===== config.mk =====
export PLATFORM = sky130hd
export DESIGN_NAME = etfp_cfg_regs
export DESIGN_NICKNAME = d
export VERILOG_FILES = /design/src/rtl/core/etfp_pkg.sv /design/src/rtl/core/etfp_cfg_regs.sv
export SDC_FILE = /design/constraint.sdc
export NUM_CORES = 1
export LEC_CHECK = 0
export ABC_AREA = 1
export ABC_CLOCK_PERIOD_IN_PS = 1300
export BUFFER_PORTS_ARGS = -buffer_cell sky130_fd_sc_hd__buf_4
export CORE_MARGIN = 4
export CORE_UTILIZATION = 42
export DETAILED_ROUTE_END_ITERATION = 16
export PLACE_DENSITY_LB_ADDON = 0.05
export SLEW_MARGIN = 15
export SYNTH_ARGS = -nofsm -noshare
export SYNTH_HDL_FRONTEND = slang
export SYNTH_SLANG_ARGS = --single-unit

===== constraint.sdc =====
create_clock -name i_clk -period 1.3 [get_ports i_clk]
set_clock_uncertainty 0.2 [all_clocks]
set_input_delay 0.195 -clock i_clk [delete_from_list [all_inputs] [get_ports i_clk]]
set_output_delay 0.195 -clock i_clk [all_outputs]
set_load 0.01 [all_outputs]

===== src/rtl/core/etfp_pkg.sv =====
`default_nettype none
// ----------------------------------------------------------------------------
// etfp_pkg
// Shared types, constants and helpers of the escape-time fractal pixel engine.
// ----------------------------------------------------------------------------
package etfp_pkg;

    localparam int DATA_W      = 32;
    localparam int WIDE_W      = 64;
    localparam int COUNT_W     = 16;
    localparam int COORD_W     = 10;
    localparam int PITCH_W     = 31;
    localparam int DIFF_W      = 14;
    localparam int PROD_W      = DIFF_W + DATA_W;
    localparam int CFG_INDEX_W = 8;
    localparam int CFG_DATA_W  = 32;

    localparam logic [CFG_INDEX_W-1:0] CFG_FRACTAL_KIND     = 8'd0;
    localparam logic [CFG_INDEX_W-1:0] CFG_ITERATION_LIMIT  = 8'd1;
    localparam logic [CFG_INDEX_W-1:0] CFG_PITCH_REAL       = 8'd2;
    localparam logic [CFG_INDEX_W-1:0] CFG_PITCH_IMAG       = 8'd3;
    localparam logic [CFG_INDEX_W-1:0] CFG_CENTER_REAL      = 8'd4;
    localparam logic [CFG_INDEX_W-1:0] CFG_CENTER_IMAG      = 8'd5;
    localparam logic [CFG_INDEX_W-1:0] CFG_JULIA_CONST_REAL = 8'd6;
    localparam logic [CFG_INDEX_W-1:0] CFG_JULIA_CONST_IMAG = 8'd7;

    localparam logic KIND_MANDELBROT = 1'b0;
    localparam logic KIND_JULIA      = 1'b1;

    typedef enum logic [2:0] {
        ST_IDLE,
        ST_MAP_MUL,
        ST_MAP_ADD,
        ST_ITER_MUL,
        ST_ITER_UPD,
        ST_FINISH
    } t_state;

    typedef struct packed {
        logic                      fractal_kind;
        logic [COUNT_W-1:0]        iteration_limit;
        logic [PITCH_W-1:0]        pitch_real;
        logic [PITCH_W-1:0]        pitch_imag;
        logic signed [DATA_W-1:0]  center_real;
        logic signed [DATA_W-1:0]  center_imag;
        logic signed [DATA_W-1:0]  julia_const_real;
        logic signed [DATA_W-1:0]  julia_const_imag;
    } t_cfg;

    typedef struct packed {
        logic load_pixel;
        logic map_mul;
        logic map_add;
        logic iter_mul;
        logic iter_upd;
        logic out_load;
    } t_dp_cmd;

    typedef struct packed {
        logic limit_zero;
        logic escaped;
        logic last_iter;
    } t_dp_status;

    function automatic logic signed [DATA_W-1:0] sat_word(input logic signed [WIDE_W-1:0] v);
        logic signed [WIDE_W-1:0] hi;
        logic signed [WIDE_W-1:0] lo;
        hi = 64'sd2147483647;
        lo = -64'sd2147483648;
        if (v > hi) begin
            return {1'b0, {(DATA_W-1){1'b1}}};
        end else if (v < lo) begin
            return {1'b1, {(DATA_W-1){1'b0}}};
        end else begin
            return v[DATA_W-1:0];
        end
    endfunction

endpackage
`default_nettype wire


===== src/rtl/core/etfp_cfg_regs.sv =====
`default_nettype none
// ----------------------------------------------------------------------------
// etfp_cfg_regs
// Configuration register file, written through its own request channel.
// ----------------------------------------------------------------------------
module etfp_cfg_regs (
    input  wire logic                                i_clk,
    input  wire logic                                i_rst_n,
    input  wire logic                                i_cfg_valid,
    input  wire logic [etfp_pkg::CFG_INDEX_W-1:0]    i_cfg_index,
    input  wire logic [etfp_pkg::CFG_DATA_W-1:0]     i_cfg_data,
    output etfp_pkg::t_cfg                           o_cfg
);

    etfp_pkg::t_cfg r_cfg;

    always_ff @(posedge i_clk) begin
        if (!i_rst_n) begin
            r_cfg.fractal_kind     <= etfp_pkg::KIND_MANDELBROT;
            r_cfg.iteration_limit  <= 16'd100;
            r_cfg.pitch_real       <= 31'd2097152;
            r_cfg.pitch_imag       <= 31'd2097152;
            r_cfg.center_real      <= '0;
            r_cfg.center_imag      <= '0;
            r_cfg.julia_const_real <= '0;
            r_cfg.julia_const_imag <= '0;
        end else if (i_cfg_valid) begin
            case (i_cfg_index)
                etfp_pkg::CFG_FRACTAL_KIND:     r_cfg.fractal_kind     <= i_cfg_data[0];
                etfp_pkg::CFG_ITERATION_LIMIT:  r_cfg.iteration_limit  <= i_cfg_data[15:0];
                etfp_pkg::CFG_PITCH_REAL:       r_cfg.pitch_real       <= i_cfg_data[30:0];
                etfp_pkg::CFG_PITCH_IMAG:       r_cfg.pitch_imag       <= i_cfg_data[30:0];
                etfp_pkg::CFG_CENTER_REAL:      r_cfg.center_real      <= $signed(i_cfg_data);
                etfp_pkg::CFG_CENTER_IMAG:      r_cfg.center_imag      <= $signed(i_cfg_data);
                etfp_pkg::CFG_JULIA_CONST_REAL: r_cfg.julia_const_real <= $signed(i_cfg_data);
                etfp_pkg::CFG_JULIA_CONST_IMAG: r_cfg.julia_const_imag <= $signed(i_cfg_data);
                default: begin
                end
            endcase
        end
    end

    assign o_cfg = r_cfg;

endmodule
`default_nettype wire


# After elaboration in Yosys (flattened, before gate mapping)
# Cells that the tools add are included.
[op_classes]
n_eq_ne = 7
n_reduce_logical = 9
[op_table]
columns = ["operator", "n"]
rows = [
  ["$eq 8x3->1 const B", 4],
  ["$eq 8x2->1 const B", 2],
  ["$reduce_and 2->1", 8],
  ["$eq 8x1->1 const B", 1],
  ["$logic_not 8->1", 1],
]
[totals]
regBits = 207
in_bits = 43
output_inout_bits = 207
word_cells = 24

# Logic depth before layout (Yosys ltp)
[logic_depth]
ltp_word = 2
mapped_depth = 8
depth_no_buf = 6

# Worst setup path before layout
# OpenSTA, ideal clock, no wires.
[synth_timing]
path_kind = "in2reg"
start = "input i_cfg_index[5] (netlist bit)"
end = "register r_cfg (netlist bit o_cfg[10])"
setup_time_ps = 115
arrival_time_ps = 1020
required_ps = 985
slack_ps = -35
path_stages = 8
path_buffers = 2
cell_sequence = "nor2_2 > nand2_2 > nor2_4 > buf_6 > buf_6 > nand3_1 > nand2_1 > nor2_1"
[synth_between]
elab_chain_len = 2
[synth_rtl]
columns = ["item", "line_no", "source"]
rows = [
  ["start: declaration", "etfp_cfg_regs.sv:10", "input wire logic [etfp_pkg::CFG_INDEX_W-1:0] i_cfg_index,"],
  ["$eq 8x3->1", "etfp_cfg_regs.sv:28", "case (i_cfg_index)"],
  ["$reduce_and 2->1 (no line)", "n/a", ""],
  ["end: declaration", "etfp_cfg_regs.sv:15", "etfp_pkg::t_cfg r_cfg;"],
]
# Every way passes these cells.
# A chain may end at the register's enable or synchronous reset.

# Final worst setup path
[layout_timing]
start = "register r_cfg (netlist bit o_cfg[155])"
end = "output o_cfg[155] (netlist bit)"
[layout_rtl]
columns = ["item", "line_no", "source"]
rows = [
  ["end: declaration", "etfp_cfg_regs.sv:12", "output etfp_pkg::t_cfg o_cfg"],
]
# No word-level cell between the ends.

==> reports/qor.yml <==
timing:
  tns_ns: -6.627
  fmax_mhz: 727.7
  setup_ws_ns: -0.07417
  slew_viol_final: 0
  slew_headroom: 0.6830
  tightest_slew_ns: 0.4750
  period_share: 1.057
  period_needed_ns: 1.374
  rsz0062_at_grt: "true"
  whs_ns: -0.1046
  finalHoldViolCount: 1
  setup_viol: 207
global_routing:
  grt-ovfl-total: 0
  grt_max_degree: 58
  antenna_found_initial: 0
  grt_pass1_vias: 7987
  grt_pass1_wl_um: 44590
  globalRouteTotalUtil: 0.2476
clocking:
  htreeDepth: 1
  path_clk_slew_ns: 0.06
  cts_tree: "done"
  cts_root_buf: "clkbuf_16"
  cts_hold_buf: 22
  cts_num_sinks: 207
  cts_buffer_depth: 3
  cts_made_buffers: 23
  insertion_delay_ns: 0.50
synth:
  ys_warn_count: 0
  syn_inst: 1192
  synth_largest_area_cell: "dfxtp_1"
  ys_ff_latch: 207
  synth_top_area_frac: 0.4859
  syn_area_um2: 8528
  synthTopCellsByArea: "dfxtp_1 49%, nand3_1 13%, nor2_1 12%"
  ys_seq_area_frac: 0.4859
  syn_area_per_cell_um2: 7.155
  ys_types: 16
  synthesis.nets: 1235
detailed_routing:
  wire_per_inst_um: 16.71
  detail_route.iter0.violations: 493
  routed_via_density: 5.050
  routed_wl_um: 29060
  drcViolationCount: 0
  drt_pass1_iterations: 4
  vias: 8782
  postRouteAntennaNets: 0
status:
  status: "finished, violations left"
  violations: "negative hold slack, negative setup slack"
critical_path:
  worstPathCellList: "buf_6"
  crit_start: "o_cfg[155]"
  cp-start-kind: "flip-flop"
  max_stage_delay_ns: 0.36
  path_class: "reg2out"
  r2r_slack_ns: 0.38
  r2r-end: "o_cfg[126]"
  cp_data_required_time_ns: 0.90
  endpoint: "o_cfg[155]"
  path_depth: 1
  cp_max_fo: 2
  endpoint_kind: "primary output"
  r2r-start: "o_cfg[126]"
  cp.arrival_ns: 0.98
  critPathBufInv: 1
  cp_top_family: "flip-flops"
  ff2ff_path_depth: 3
  cpMaxStageDelayCell: "dfxtp_2"
cells_and_area:
  post-route-util: 0.6602
  n_antenna_cell: 0
  fin_area_um2: 13020
  nNetsFinal: 1502
  largest_reg_flops: 207
  layout-drive-gt1-share: 0.3901
  area_growth_pct: 52.64
  fillCellCount: 1754
floorplanning:
  die_h_um: 150.5
  die_area_um2: 22650
  ios: 250
  core_area_um2: 19720
  floorplan.initialDensity: 0.4325
  fp-row-count: 51
  die_width_um: 150.5
power:
  power-per-cell-area_nw_per_um2: 1044
  p_leak_nw: 5.668
  total_power_w: 0.01359
  ir_drop_mv: 0.8586
place:
  dp.final_hpwl_um: 19180
  routabilityCongestion: 0.8076
  pre_cts_ws_ns: -0.3265
  io_buffer_count: 249
  place_area_um2: 10950
job:
  maxCapViolations: 0
min_path:
  min_from: "i_cfg_index[7]"
  hold_class: "in2reg"
[how the worst min path moves through the flow]
stage | to | slack (ns) | depth (start not counted)
5_1_grt | o_cfg[180] | -0.08 | 5
2_1_floorplan | o_cfg[180] | 0.12 | 2
6_report | o_cfg[180] | -0.10 | 5
3_5_place_dp | o_cfg[195] | 0.26 | 2
4_1_cts | o_cfg[180] | -0.12 | 5
3_3_place_gp | o_cfg[195] | 0.25 | 2
[cells in the mapped netlist, drive strengths merged]
library cell    n
a21oi         140
buf            87
clkbuf         15
dfxtp         207
inv            38
nand2         213
nand3         215
nor2          276
o21ai           1
[cell type report]
type	count	area, um^2	area share
multi-input cells	845	3682	0.2829
flip-flops and latches	207	4403	0.3382
repair buffers	344	3747	0.2879
clock buffers	37	688.2	0.05286
well taps	265	331.6	0.02547
inverters	38	145.1	0.01115
clock inverters	3	20.02	0.001538
[stage by stage]
stage               hold slack (ns)  std cells
floorplan                    0.1212       1192
global placement             0.2519       1665
detailed placement           0.2576       1665
CTS                         -0.1226       1734
global route               -0.07853       1739
finish                      -0.1046       1739
[power by group]
part	leakage (nW)	switching, W	internal [W]
clock	0.340	0.00257	0.00360
combinational	3.56	0.000654	0.000395
sequential	1.77	0.0000113	0.00636
total	5.67	0.00324	0.0104
[cells in the final DEF (no fill, tap or decap)]
cell type	n
inv_1	36
clkbuf_1	8
nor2_4	6
dfxtp_2	207
buf_12	25
buf_6	207
inv_2	1
clkinvlp_4	2
a21oi_1	140
dlygate4sd3_1	22
nand3_1	215
nor2_2	5
o21ai_0	1
buf_16	1
nor2_1	265
nand2_1	212
clkbuf_16	23
buf_4	89
inv_4	1
clkinv_2	1
clkbuf_8	6
nand2_4	1
[repair_timing]
item / 4_1_cts / 5_1_grt
endpoints found under the hold margin: 118 / 1
buffers inserted: 7 / 5
endpoints found under the setup margin: 207 / 244
resized for setup: 414 / 3
[cell families (layout without fill, tap and decap cells)]
family | Yosys count | count (layout) | synth area share
AO/OA/AOI/OAI | 141 | 141 | 0.08275
buffers and inverters | 140 | 422 | 0.08641
flip-flops | 207 | 207 | 0.4859
AND/OR/NAND/NOR | 704 | 704 | 0.3449
[per-layer routing]
metal,share of wire,global-route usage,vias up
li1,-,-,4387
met2,0.47,0.3936,274
met3,0.078,0.05388,26
met4,0.012,0.04483,0
met5,0,0,-
met1,0.44,0.3507,4095
No activity file was read; power rests on OpenSTA's default activity.
