--- src/rtl/core/etfp_pkg.sv ---
`default_nettype none
// ----------------------------------------------------------------------------
// etfp_pkg
// Shared types, constants and helpers of the escape-time fractal pixel engine.
// ----------------------------------------------------------------------------
package etfp_pkg;

    localparam int DATA_W      = 32;
    localparam int WIDE_W      = 64;
    localparam int COUNT_W     = 16;
    localparam int COORD_W     = 10;
    localparam int PITCH_W     = 31;
    localparam int DIFF_W      = 14;
    localparam int PROD_W      = DIFF_W + DATA_W;
    localparam int CFG_INDEX_W = 8;
    localparam int CFG_DATA_W  = 32;

    localparam logic [CFG_INDEX_W-1:0] CFG_FRACTAL_KIND     = 8'd0;
    localparam logic [CFG_INDEX_W-1:0] CFG_ITERATION_LIMIT  = 8'd1;
    localparam logic [CFG_INDEX_W-1:0] CFG_PITCH_REAL       = 8'd2;
    localparam logic [CFG_INDEX_W-1:0] CFG_PITCH_IMAG       = 8'd3;
    localparam logic [CFG_INDEX_W-1:0] CFG_CENTER_REAL      = 8'd4;
    localparam logic [CFG_INDEX_W-1:0] CFG_CENTER_IMAG      = 8'd5;
    localparam logic [CFG_INDEX_W-1:0] CFG_JULIA_CONST_REAL = 8'd6;
    localparam logic [CFG_INDEX_W-1:0] CFG_JULIA_CONST_IMAG = 8'd7;

    localparam logic KIND_MANDELBROT = 1'b0;
    localparam logic KIND_JULIA      = 1'b1;

    typedef enum logic [2:0] {
        ST_IDLE,
        ST_MAP_MUL,
        ST_MAP_ADD,
        ST_ITER_MUL,
        ST_ITER_UPD,
        ST_FINISH
    } t_state;

    typedef struct packed {
        logic                      fractal_kind;
        logic [COUNT_W-1:0]        iteration_limit;
        logic [PITCH_W-1:0]        pitch_real;
        logic [PITCH_W-1:0]        pitch_imag;
        logic signed [DATA_W-1:0]  center_real;
        logic signed [DATA_W-1:0]  center_imag;
        logic signed [DATA_W-1:0]  julia_const_real;
        logic signed [DATA_W-1:0]  julia_const_imag;
    } t_cfg;

    typedef struct packed {
        logic load_pixel;
        logic map_mul;
        logic map_add;
        logic iter_mul;
        logic iter_upd;
        logic out_load;
    } t_dp_cmd;

    typedef struct packed {
        logic limit_zero;
        logic escaped;
        logic last_iter;
    } t_dp_status;

    function automatic logic signed [DATA_W-1:0] sat_word(input logic signed [WIDE_W-1:0] v);
        logic signed [WIDE_W-1:0] hi;
        logic signed [WIDE_W-1:0] lo;
        hi = 64'sd2147483647;
        lo = -64'sd2147483648;
        if (v > hi) begin
            return {1'b0, {(DATA_W-1){1'b1}}};
        end else if (v < lo) begin
            return {1'b1, {(DATA_W-1){1'b0}}};
        end else begin
            return v[DATA_W-1:0];
        end
    endfunction

endpackage
`default_nettype wire

--- src/rtl/core/etfp_ctrl.sv ---
`default_nettype none
// ----------------------------------------------------------------------------
// etfp_ctrl
// Sequencer for mapping and iteration, plus result valid flag.
// ----------------------------------------------------------------------------
module etfp_ctrl (
    input  wire logic                 i_clk,
    input  wire logic                 i_rst_n,
    input  wire logic                 i_in_valid,
    output logic                      o_in_ready,
    output logic                      o_out_valid,
    input  wire logic                 i_out_ready,
    input  wire etfp_pkg::t_dp_status i_status,
    output etfp_pkg::t_dp_cmd         o_cmd
);

    etfp_pkg::t_state r_state;
    etfp_pkg::t_state n_state;
    logic             r_out_valid;
    logic             n_out_valid;
    logic             w_out_free;

    assign w_out_free = !r_out_valid || i_out_ready;

    always_comb begin
        n_state = r_state;
        case (r_state)
            etfp_pkg::ST_IDLE: begin
                if (i_in_valid) n_state = etfp_pkg::ST_MAP_MUL;
            end
            etfp_pkg::ST_MAP_MUL: n_state = etfp_pkg::ST_MAP_ADD;
            etfp_pkg::ST_MAP_ADD: begin
                n_state = i_status.limit_zero ? etfp_pkg::ST_FINISH : etfp_pkg::ST_ITER_MUL;
            end
            etfp_pkg::ST_ITER_MUL: n_state = etfp_pkg::ST_ITER_UPD;
            etfp_pkg::ST_ITER_UPD: begin
                if (i_status.escaped || i_status.last_iter) begin
                    n_state = etfp_pkg::ST_FINISH;
                end else begin
                    n_state = etfp_pkg::ST_ITER_MUL;
                end
            end
            etfp_pkg::ST_FINISH: begin
                if (w_out_free) n_state = etfp_pkg::ST_IDLE;
            end
            default: n_state = etfp_pkg::ST_IDLE;
        endcase
    end

    always_comb begin
        o_cmd      = '0;
        o_in_ready = 1'b0;
        case (r_state)
            etfp_pkg::ST_IDLE: begin
                o_in_ready       = 1'b1;
                o_cmd.load_pixel = i_in_valid;
            end
            etfp_pkg::ST_MAP_MUL:  o_cmd.map_mul  = 1'b1;
            etfp_pkg::ST_MAP_ADD:  o_cmd.map_add  = 1'b1;
            etfp_pkg::ST_ITER_MUL: o_cmd.iter_mul = 1'b1;
            etfp_pkg::ST_ITER_UPD: o_cmd.iter_upd = 1'b1;
            etfp_pkg::ST_FINISH:   o_cmd.out_load = w_out_free;
            default: begin
            end
        endcase
    end

    always_comb begin
        n_out_valid = r_out_valid;
        if (o_cmd.out_load) begin
            n_out_valid = 1'b1;
        end else if (i_out_ready) begin
            n_out_valid = 1'b0;
        end
    end

    always_ff @(posedge i_clk) begin
        if (!i_rst_n) begin
            r_state     <= etfp_pkg::ST_IDLE;
            r_out_valid <= 1'b0;
        end else begin
            r_state     <= n_state;
            r_out_valid <= n_out_valid;
        end
    end

    assign o_out_valid = r_out_valid;

    a_accept_starts_map: assert property (@(posedge i_clk) disable iff (!i_rst_n)
        (i_in_valid && o_in_ready) |=> (r_state == etfp_pkg::ST_MAP_MUL))
        else $error("accepted pixel did not start mapping");

    a_load_sets_valid: assert property (@(posedge i_clk) disable iff (!i_rst_n)
        o_cmd.out_load |=> o_out_valid)
        else $error("result load did not raise valid");

    a_result_held: assert property (@(posedge i_clk) disable iff (!i_rst_n)
        (o_out_valid && !i_out_ready) |=> o_out_valid)
        else $error("pending result dropped");

    a_iter_loops: assert property (@(posedge i_clk) disable iff (!i_rst_n)
        ((r_state == etfp_pkg::ST_ITER_UPD) && !i_status.escaped && !i_status.last_iter)
        |=> (r_state == etfp_pkg::ST_ITER_MUL))
        else $error("iteration ended early");

    a_no_overwrite: assert property (@(posedge i_clk) disable iff (!i_rst_n)
        o_cmd.out_load |-> (!r_out_valid || i_out_ready))
        else $error("result overwritten before taken");

endmodule
`default_nettype wire

--- config.mk ---
export PLATFORM = sky130hd
export DESIGN_NAME = etfp_ctrl
export DESIGN_NICKNAME = d
export VERILOG_FILES = /design/src/rtl/core/etfp_pkg.sv /design/src/rtl/core/etfp_ctrl.sv
export SDC_FILE = /design/constraint.sdc
export NUM_CORES = 1
export LEC_CHECK = 0
export BUFFER_PORTS_ARGS = -buffer_cell sky130_fd_sc_hd__buf_4
export CORE_AREA = 5 5 42 44
export DETAILED_ROUTE_END_ITERATION = 10
export DIE_AREA = 0 0 47 49
export HOLD_SLACK_MARGIN = 0.15
export SLEW_MARGIN = 40
export SYNTH_ARGS = -nofsm -noshare
export SYNTH_HDL_FRONTEND = slang
export SYNTH_SLANG_ARGS = --single-unit
--- constraint.sdc ---
create_clock -name i_clk -period 1.8 [get_ports i_clk]
set_input_delay 0.18 -clock i_clk [delete_from_list [all_inputs] [get_ports i_clk]]
set_output_delay 0.18 -clock i_clk [all_outputs]
set_load 0.02 [all_outputs]
---- Yosys cells after proc, flatten, opt, wreduce, memory -nomap -nowiden ----
Index checks and enable logic that the tools add are counted.
storage, ports and cells
  flip-flop bits (word level) ............. 4
  input port bits ......................... 7
  output and inout bits ................... 8
  logic and storage cells ................. 29
cells by class
  reductions and logical operators ........ 6
  mux-type cells .......................... 14
  equal/unequal tests ..................... 7
operators by type and width
  operator                                                                count
  3-bit one-hot mux with 6 select lines                                   1
  3-bit two-way mux                                                       4
  1-bit two-way mux                                                       9
  3-bit by 2-bit equality test with 1-bit output (second input constant)  2
  3-bit equality test (second input constant)                             2
  2-bit inequality test (second input constant)                           2
  3-bit by 1-bit equality test with 1-bit output (second input constant)  1
  3-bit logical NOT                                                       1
  1-bit logical OR                                                        2
  2-bit AND reduction                                                     1
  2-bit nonzero test                                                      1
  1-bit logical NOT                                                       1

---- Depth between registers and ports, before layout ----
Gate-level depths: netlist of the first run.
  depth after elaboration ................. 4
  mapped depth ............................ 5

---- Worst setup path after synthesis of the first run ----
No wires, ideal clock.
  kind .................................... register -> output
  from .................................... register r_state[1]
  to ...................................... output port o_cmd[5] (netlist name)
  arrival ................................. 1.289 ns
  cell stages (with the launch flop) ...... 4
  data required time ...................... 1.620 ns
  slack ................................... 0.331 ns
  cell sequence ........................... dfxtp_1 -> buf_2 -> nor3_1 -> and2_1
RTL lines
  item                    RTL line         text
  from (decl)             etfp_ctrl.sv:17  etfp_pkg::t_state r_state;
  from (signal assigned)  etfp_ctrl.sv:79  r_state <= etfp_pkg::ST_IDLE;
  from (signal assigned)  etfp_ctrl.sv:82  r_state <= n_state;
  to (decl)               etfp_ctrl.sv:14  output etfp_pkg::t_dp_cmd o_cmd

==> impl_results.md, run 1 <==
* Status: finished clean
* Worst vdd ir at 0.000236 V
* CP max stage cell: dfxtp_1
* Critical Path Sink Type: primary output
* Worst Path Buf+Inv at 1
* Worst Max-Slew Pin Slew at about 0.32 ns
* Mean Syn Cell Area at 8.17 um^2
* Worst stage delay on the critical path at ~0.45 ns
* Post-synthesis cell count at 32
* WL final at 612 um
* Top Ports at 15
* Core area at 1400 um^2
* H-tree depth at 1
* Clock Tree Root: clkbuf_4
* Sequential fraction of the synthesis area at 0.306
* Placer congestion estimate at 0.609
* Sw Pwr at 0.0000917 W
* GRT Resource Usage Total at 0.0620
* CP Data Arrival Time at 1.26 ns
* Via/cell ratio at between 4 and 5
* CP Max Fanout at 8
* Overflow after GRT at 0
* Most common cell after layout, fill and taps aside: buf_4
* Post-CTS sizing at 0
* Internal Power at 0.000216 W
* Clk sink count at 4
* Tmin final at 1.44 ns
* Clk_skew at ~0.00048 ns
* RSZ-0062 raised after global routing: no
* Mapped cell area at 262 um^2
* Initial antenna violation count at 0
* Count of different cell masters after synthesis at 21
* Vias post-DR at 267
* Antenna cells at 0
* Fin. Hold Viols at 0
* Routed len/inst at 9.87 um
* Full die area at 2300 um^2
* Detailed Place HPWL at 480 um
* Pin count of the biggest net entering global routing at 12
* # DRC at 0
* Yosys warns at 0
* Nets at 55
* Post-Syn Nets at 39
* Port bufs at 14
* Fin. max-slew vios at 0
* Startpoint Class: register
* Num rows at 14
* Highest Clock Rate at 694 MHz
* Max-Cap Viols at 0
* Power density over the cells at about 790 nW/um^2
* Setup TNS at 0 ns
* Starting Density at 0.187
* Cts bufs inserted at 3
* Area growth, synth to finish at 49.8%
* Pre-antenna DRT Iters at 3
* Crit-path cells: nor2b_1 -> nand2_1 -> nor2_1 -> buf_4
* First-pass GRT wire length at 986 um
* Setup CP Type: reg -> out
* Post-CTS Setup Repair Bufs at 0
* Max Buffers Root-to-Sink at 2
* Critical Path RT at 1.62 ns
* Min-delay worst type: in -> reg
* Switching part of the total at 0.298
* CTS tree: done
* CTS Hold Buffers Added at 0
* Fin crit share at 0.800
* Setup violators final at 0
* Synth Register Bits at 4
* Die outline width at 47 um
* Vias in the first global route at around 250
* Sequential power share at 0.363
* Worst skew pair latency at roughly 0.23 ns
* Antenna-violating nets left at 0
* Share of post-route cells with drive strength above 1 at 0.413
* Combinational share of power at 0.288
* Hold Slack at 0.224 ns
* Die Ht at 49 um
* Most frequent cells in the layout: buf_4, dfxtp_1, nor2b_1, nor2_1, clkbuf_4
* Family with the most delay on the worst path: flip-flops
* Leakage Power at ~0.19 nW
* Clock share of power at 0.349
* Initial DRC count at 3
* Relative slew slack at 0.783
* Fillers at roughly 170
* Clock slew at the register clock pins of the worst setup and hold paths at around 0.04 ns
==> routing by layer <==
metal	wire [um]	track usage	part of all wire
met4	0	0.0553	0
met1	223	0.0681	0.36
met5	0	0	0
met2	305	0.0792	0.50
met3	83	0.0369	0.14
==> synth_stat cells, drive strengths merged <==
| library cell | n | area [um^2] |
|---|---|---|
| and3 | 1 | 6.26 |
| nand3 | 1 | 5.00 |
| buf | 3 | 17.5 |
| nand4 | 1 | 6.26 |
| nand2 | 2 | 7.51 |
| o2111ai | 1 | 8.76 |
| nor3b | 3 | 32.5 |
| a21boi | 1 | 7.51 |
| o211a | 1 | 10.0 |
| nor4b | 1 | 8.76 |
| dfxtp | 4 | 80.1 |
| and2 | 1 | 6.26 |
| a211oi | 1 | 7.51 |
| nand2b | 1 | 6.26 |
| nor3 | 2 | 10.0 |
| nor2 | 3 | 11.3 |
| nor2b | 3 | 18.8 |
| nand3b | 1 | 7.51 |
| inv | 1 | 3.75 |
==> power by group through the flow <==
stage                     sequential [W]  combinational (W)  clock, W
after detailed placement        0.000113          0.0000892         0
after global routing            0.000114          0.0000957  0.000122
after global placement          0.000114          0.0000891         0
final                           0.000112          0.0000887  0.000107
after floorplan                 0.000101          0.0000630         0
after CTS                       0.000112          0.0000899  0.000114
==> sequential cells by signal, indices dropped and copies added, names as in the netlist <==
signal,count
r_state,3
o_out_valid,1
==> cells by family after synthesis <==
| group | share of synthesized area |
|---|---|
| AND/OR/NAND/NOR | 0.483 |
| AO/OA/AOI/OAI | 0.129 |
| flip-flops | 0.306 |
| buffers and inverters | 0.0813 |
==> final timing paths <==
path              slack [ns]  cells after the start         from     endpoint
setup / recovery        0.36                      4   r_state[2]     o_cmd[0]
hold / removal          0.22                      2      i_rst_n   r_state[0]
setup reg to reg        0.76                      3   r_state[1]   r_state[1]
hold reg to reg         0.50                      2  o_out_valid  o_out_valid
==> area by class of cell <==
class	count	area, um^2	area share
timing repair buffer	14	105	0.268
multi-input combinational	24	160	0.409
inverter	1	3.75	0.00958
clock buffer	3	22.5	0.0575
tap	16	20.0	0.0511
sequential	4	80.1	0.204
==> metrics by stage <==
stage	total power, W	std cells	cell area, um^2	utilization	worst slack [ns]
global route	0.000332	62	392	0.279	0.243
floorplan	0.000164	32	262	-	0.331
CTS	0.000316	62	392	0.279	0.338
detailed placement	0.000203	59	369	0.263	0.598
finish	0.000308	62	392	0.279	0.359
global placement	0.000203	59	369	0.263	0.600
Note: power is estimated with default switching activity, not from simulation.
==> run 2: changes to the inputs <==
--- a/config.mk
+++ b/config.mk
@@ -5,6 +5,7 @@
 export SDC_FILE = /design/constraint.sdc
 export NUM_CORES = 1
 export LEC_CHECK = 0
+export ABC_AREA = 1
 export BUFFER_PORTS_ARGS = -buffer_cell sky130_fd_sc_hd__buf_4
 export CORE_AREA = 5 5 42 44
 export DETAILED_ROUTE_END_ITERATION = 10
==> constraint.sdc (replaced) <==
create_clock -name i_clk -period 1.4 [get_ports i_clk]
set_input_delay 0.14 -clock i_clk [delete_from_list [all_inputs] [get_ports i_clk]]
set_output_delay 0.14 -clock i_clk [all_outputs]
set_load 0.02 [all_outputs]
==> impl_results.md, run 2 <==
* Min-delay worst type: in -> reg
* Synth Register Bits at 4
* Most frequent cells in the layout: buf_4, inv_1, nor2_1
* Fin. Hold Viols at 0
* Antenna-violating nets left at 0
* Family with the most delay on the worst path: flip-flops
* Setup CP Type: reg -> out
* Fillers at 174
* Via/cell ratio at 3.90
* Mean Syn Cell Area at 5.88 um^2
* Worst Max-Slew Pin Slew at 0.242 ns
* Fin crit share at 0.902
* WL final at 604 um
* Number of synthesized flops with an enable pin at 0
* Worst Path Buf+Inv at 1
* Leakage Power at about 0.24 nW
* Starting Density at 0.193
* Post-DP Area at 388 um^2
* Sequential power share at 0.329
* Most common cell after layout, fill and taps aside: buf_4
* Post-CTS Setup Repair Bufs at 0
* GRT Resource Usage Total at 0.0619
* Main synth FF type: dfxtp_1
* Port bufs at 14
* Setup TNS at 0 ns
* Vias in the first global route at between 200 and 300
* Core area at 1400 um^2
* Area leader, netlist: dfxtp_1
* Share of post-route cells with drive strength above 1 at 0.355
* First-pass GRT wire length at 1010 um
* Fin. max-slew vios at 0
* Antenna cells at 0
* Mapped cell area at 270 um^2
* Power density over the cells at between 1000 and 1500 nW/um^2
* H-tree depth at 1
* RSZ-0062 raised after global routing: no
* Placer congestion estimate at 0.680
* Pre-antenna DRT Iters at 2
* Routed len/inst at 7.74 um
* CTS tree: done
* Yosys warns at 0
* Max reg flops at 3
* Full die area at 2300 um^2
* Die outline width at 47 um
* Startpoint Class: register
* Post-CTS sizing at 0
* Post-synthesis cell count at 46
* Cts bufs inserted at 3
* Count of different cell masters after synthesis at 13
* Fin area at 410 um^2
* End-of-flow core utilization at 0.293
* Setup violators final at 0
* Clock Tree Root: clkbuf_4
* Max-Cap Viols at 0
* Tmin final at 1.26 ns
* Asr flop ratio synth at 0
* DP Cell Count at 75
* CP Data Arrival Time at between 1 and 1.5 ns
* Area growth, synth to finish at 51.9%
* Nets at 71
* Overflow after GRT at 0
* Sw Pwr at 0.000140 W
* Clock share of power at 0.348
* Critical Path Sink Type: primary output
* Post-Syn Nets at 53
* Crit-path cells: nand3_2 -> a21oi_1 -> buf_4
* Sequential fraction of the synthesis area at 0.296
* Hold Slack at ~0.16 ns
* Switching part of the total at 0.335
* Clk_skew at about 0.0031 ns
* Worst stage delay on the critical path at around 0.44 ns
* Vias post-DR at between 300 and 400
* Top Ports at 15
* Detailed Place HPWL at 486 um
* Top cell type's share of synthesized area at 0.296
* Combinational share of power at 0.322
* # DRC at 0
* Internal Power at 0.000278 W
* Count leader, synth: inv_1
* Worst skew pair latency at 0.24 ns
* Worst vdd ir at 0.000425 V
* CP Max Fanout at 6
* Pin count of the biggest net entering global routing at 7
* Status: finished clean
* Top cells by area, synth: dfxtp_1, inv_1, nor2_1
* Die Ht at just under 50 um
* Initial antenna violation count at 0
* Num rows at 14
* Clock slew at the register clock pins of the worst setup and hold paths at 0.04 ns
* Critical Path RT at ~1.3 ns
* Max Buffers Root-to-Sink at 2
* Clk sink count at 4
* Relative slew slack at 0.838
* Synth top cells by count: inv_1, nor2_1, nand2_1
* Initial DRC count at 5
* Largest Register: r_state
* CP max stage cell: dfxtp_1
* CTS Hold Buffers Added at 0
* Highest Clock Rate at roughly 790 MHz
* Fin cells at 78
==> run 2: path summary, 6_finish.rpt <==
check | startpoint | to | slack, ns | depth (start not counted)
min reg2reg | o_out_valid | o_out_valid | 0.56 | 2
max | r_state[0] | o_cmd[0] | 0.14 | 3
min | i_rst_n | r_state[2] | 0.16 | 3
max reg2reg | r_state[2] | r_state[2] | 0.45 | 7
==> run 2: cells by family (layout without fill, tap and decap cells) <==
family                 after synthesis  in the layout  share of synthesized area
flip-flops                           4              4                      0.296
AO/OA/AOI/OAI                        5              5                     0.0926
buffers and inverters               14             30                      0.208
AND/OR/NAND/NOR                     23             23                      0.403
==> run 2: cell type report <==
type	count	area, um^2	area share
Multi-Input combinational cell	28	134	0.326
Timing Repair Buffer	14	105	0.256
Sequential cell	4	80.1	0.195
Inverter	13	48.8	0.119
Clock buffer	3	22.5	0.0549
Tap cell	16	20.0	0.0488
==> run 2: power by group through the flow <==
stage,Sequential [W],Clock (W),Combinational [W]
final,0.000138,0.000146,0.000135
after CTS,0.000137,0.000151,0.000137
after floorplan,0.000137,0,0.0000838
after detailed placement,0.000139,0,0.000136
after global routing,0.000139,0.000167,0.000151
after global placement,0.000139,0,0.000137
==> run 2: routing by layer <==
layer	track usage	vias up	part of all wire
met5	0	-	0
met1	0.0833	126	0.46
met4	0.0276	0	0
met2	0.0724	12	0.45
met3	0.0443	0	0.098
li1	-	166	-
==> run 2: worst register-to-register path, cell delays in order (launching register included) <==
cell	delay [ns]
dfxtp_1	0.40
inv_2	0.08
nand2_2	0.09
inv_1	0.04
nand2_1	0.05
nand2_1	0.05
nor2_1	0.08
nor2_1	0.04
==> run 2: stage by stage <==
stage	setup slack [ns]	power, W
global route	0.0250	0.000457
detailed placement	0.383	0.000275
finish	0.138	0.000418
global placement	0.410	0.000275
floorplan	0.419	0.000221
CTS	0.131	0.000425
==> run 3: changes to the inputs <==
==> constraint.sdc (replaced) <==
create_clock -name i_clk -period 1.4 [get_ports i_clk]
set_input_delay 0.28 -clock i_clk [delete_from_list [all_inputs] [get_ports i_clk]]
set_output_delay 0.28 -clock i_clk [all_outputs]
set_load 0.02 [all_outputs]
==> impl_results.md, run 3 (synthesis results as in run 2) <==
* Status: finished clean
* Critical Path Sink Type: primary output
* Family with the most delay on the worst path: flip-flops
* Share of post-route cells with drive strength above 1 at 0.403
* Min-delay worst type: in -> reg
* Fin. Hold Viols at 0
* Area growth, synth to finish at 54.2%
* CTS Hold Buffers Added at 0
* Met2 global-route usage at 0.0724
* Busiest grt layer: met1
* Switching part of the total at 0.335
* Max reg flops at 3
* RSZ-0062 raised after global routing: yes
* # DRC at 0
* Worst vdd ir at 0.000429 V
* Num rows at 14
* Max-Cap Viols at 0
* Nets at 71
* Highest Clock Rate at 746 MHz
* Via/cell ratio at 3.96
* Fillers at about 170
* Relative slew slack at 0.883
* Overflow after GRT at 0
* Clock share of power at 0.347
* Fin cells at 78
* H-tree depth at 1
* Worst skew pair latency at 0.24 ns
* Placer congestion estimate at 0.680
* Vias post-DR at 309
* Die outline width at 47 um
* Max Buffers Root-to-Sink at 2
* Hold Crit Depth at 3
* Clock slew at the register clock pins of the worst setup and hold paths at 0.04 ns
* Sequential power share at 0.331
* DP Cell Count at 75
* Clock Tree Root: clkbuf_4
* Fin. max-slew vios at 0
* Internal Power at 0.000280 W
* CP Max Fanout at 6
* Largest Register: r_state
* Setup TNS at 0 ns
* Clk sink count at 4
* Top Ports at 15
* Critical Path RT at between 1 and 1.5 ns
* Tmin final at 1.34 ns
* CP Data Arrival Time at about 1.1 ns
* Die Ht at ~49 um
* Antenna-violating nets left at 0
* Sw Pwr at roughly 0.00014 W
* Crit-path cells: nor2_2 -> nand2_1 -> nor2_1 -> buf_4
* Vias in the first global route at 266
* Power density over the cells at around 1000 nW/um^2
* Grt met1 use at 0.0833
* Hold Slack at slightly above 0.3 ns
* Most frequent cells in the layout: buf_4, inv_1, nor2_1
* Initial antenna violation count at 0
* WL final at 621 um
* Pre-antenna DRT Iters at 4
* GRT Resource Usage Total at 0.0619
* Clk_skew at around 0.0031 ns
* CTS tree: done
* Routed len/inst at 7.96 um
* Cts bufs inserted at 3
* Combinational share of power at 0.323
* Detailed Place HPWL at 486 um
* End-of-flow core utilization at 0.297
* GR Util met3 at 0.0443
* Full die area at 2300 um^2
* Pin count of the biggest net entering global routing at 7
* Most common cell after layout, fill and taps aside: buf_4
* Initial DRC count at 7
* Setup violators final at 0
* Antenna cells at 0
* Worst Path Buf+Inv at 1
* Post-CTS Setup Repair Bufs at 0
* Startpoint Class: register
* Leakage Power at 0.239 nW
* Fin crit share at 0.957
* Starting Density at 0.193
* Worst stage delay on the critical path at 0.35 ns
* First-pass GRT wire length at 1010 um
* CP max stage cell: dfxtp_2
* Core area at 1400 um^2
* Worst r2r path cells at 5
* Worst Max-Slew Pin Slew at 0.175 ns
* Setup CP Type: reg -> out
* Stages on worst setup path at 4
* Port bufs at 14
## run 3: final cells by class
| type | count | area (um^2) | share of cell area |
|---|---|---|---|
| Multi-Input combinational cell | 28 | 138 | 0.330 |
| Timing Repair Buffer | 14 | 105 | 0.252 |
| Sequential cell | 4 | 82.6 | 0.198 |
| Inverter | 13 | 48.8 | 0.117 |
| Clock buffer | 3 | 22.5 | 0.0541 |
| Tap cell | 16 | 20.0 | 0.0480 |
## run 3: worst register-to-register path: stages (launching register included)
cell     delay, ns
dfxtp_1       0.40
inv_1         0.09
nand3_2       0.12
nor2_4        0.04
a21oi_1       0.13
nor2_1        0.06
## run 3: metal layers
metal  share of wire  up-vias
li1                -      167
met1            0.46      127
met2            0.45       15
met3           0.090        0
met4               0        0
met5               0        -
## run 3: power groups by stage
stage          combinational [W]  clock (W)  sequential (W)
5_1_grt                 0.000152   0.000167        0.000141
4_1_cts                 0.000137   0.000151        0.000138
3_5_place_dp            0.000136          0        0.000139
2_1_floorplan          0.0000838          0        0.000137
6_report                0.000136   0.000146        0.000139
3_3_place_gp            0.000137          0        0.000139
## run 3: metrics by stage
| step | area, um^2 | total power (W) | worst slack [ns] |
|---|---|---|---|
| finish | 417 | 0.000421 | 0.0598 |
| CTS | 412 | 0.000426 | 0.0254 |
| global placement | 388 | 0.000275 | 0.270 |
| detailed placement | 388 | 0.000275 | 0.243 |
| floorplan | 270 | 0.000221 | 0.279 |
| global route | 417 | 0.000459 | -0.0222 |
## run 3: worst paths after layout
path,start,end,slack (ns)
setup / recovery,r_state[0],o_cmd[5],0.06
hold / removal,i_rst_n,r_state[2],0.30
setup reg to reg,r_state[1],r_state[0],0.46
hold reg to reg,o_out_valid,o_out_valid,0.57
## run 3: what timing repair did
item,in CTS,in global routing
cloned,0,0
resized for setup,1,2
pin swaps,0,1
setup endpoints to repair,1,3
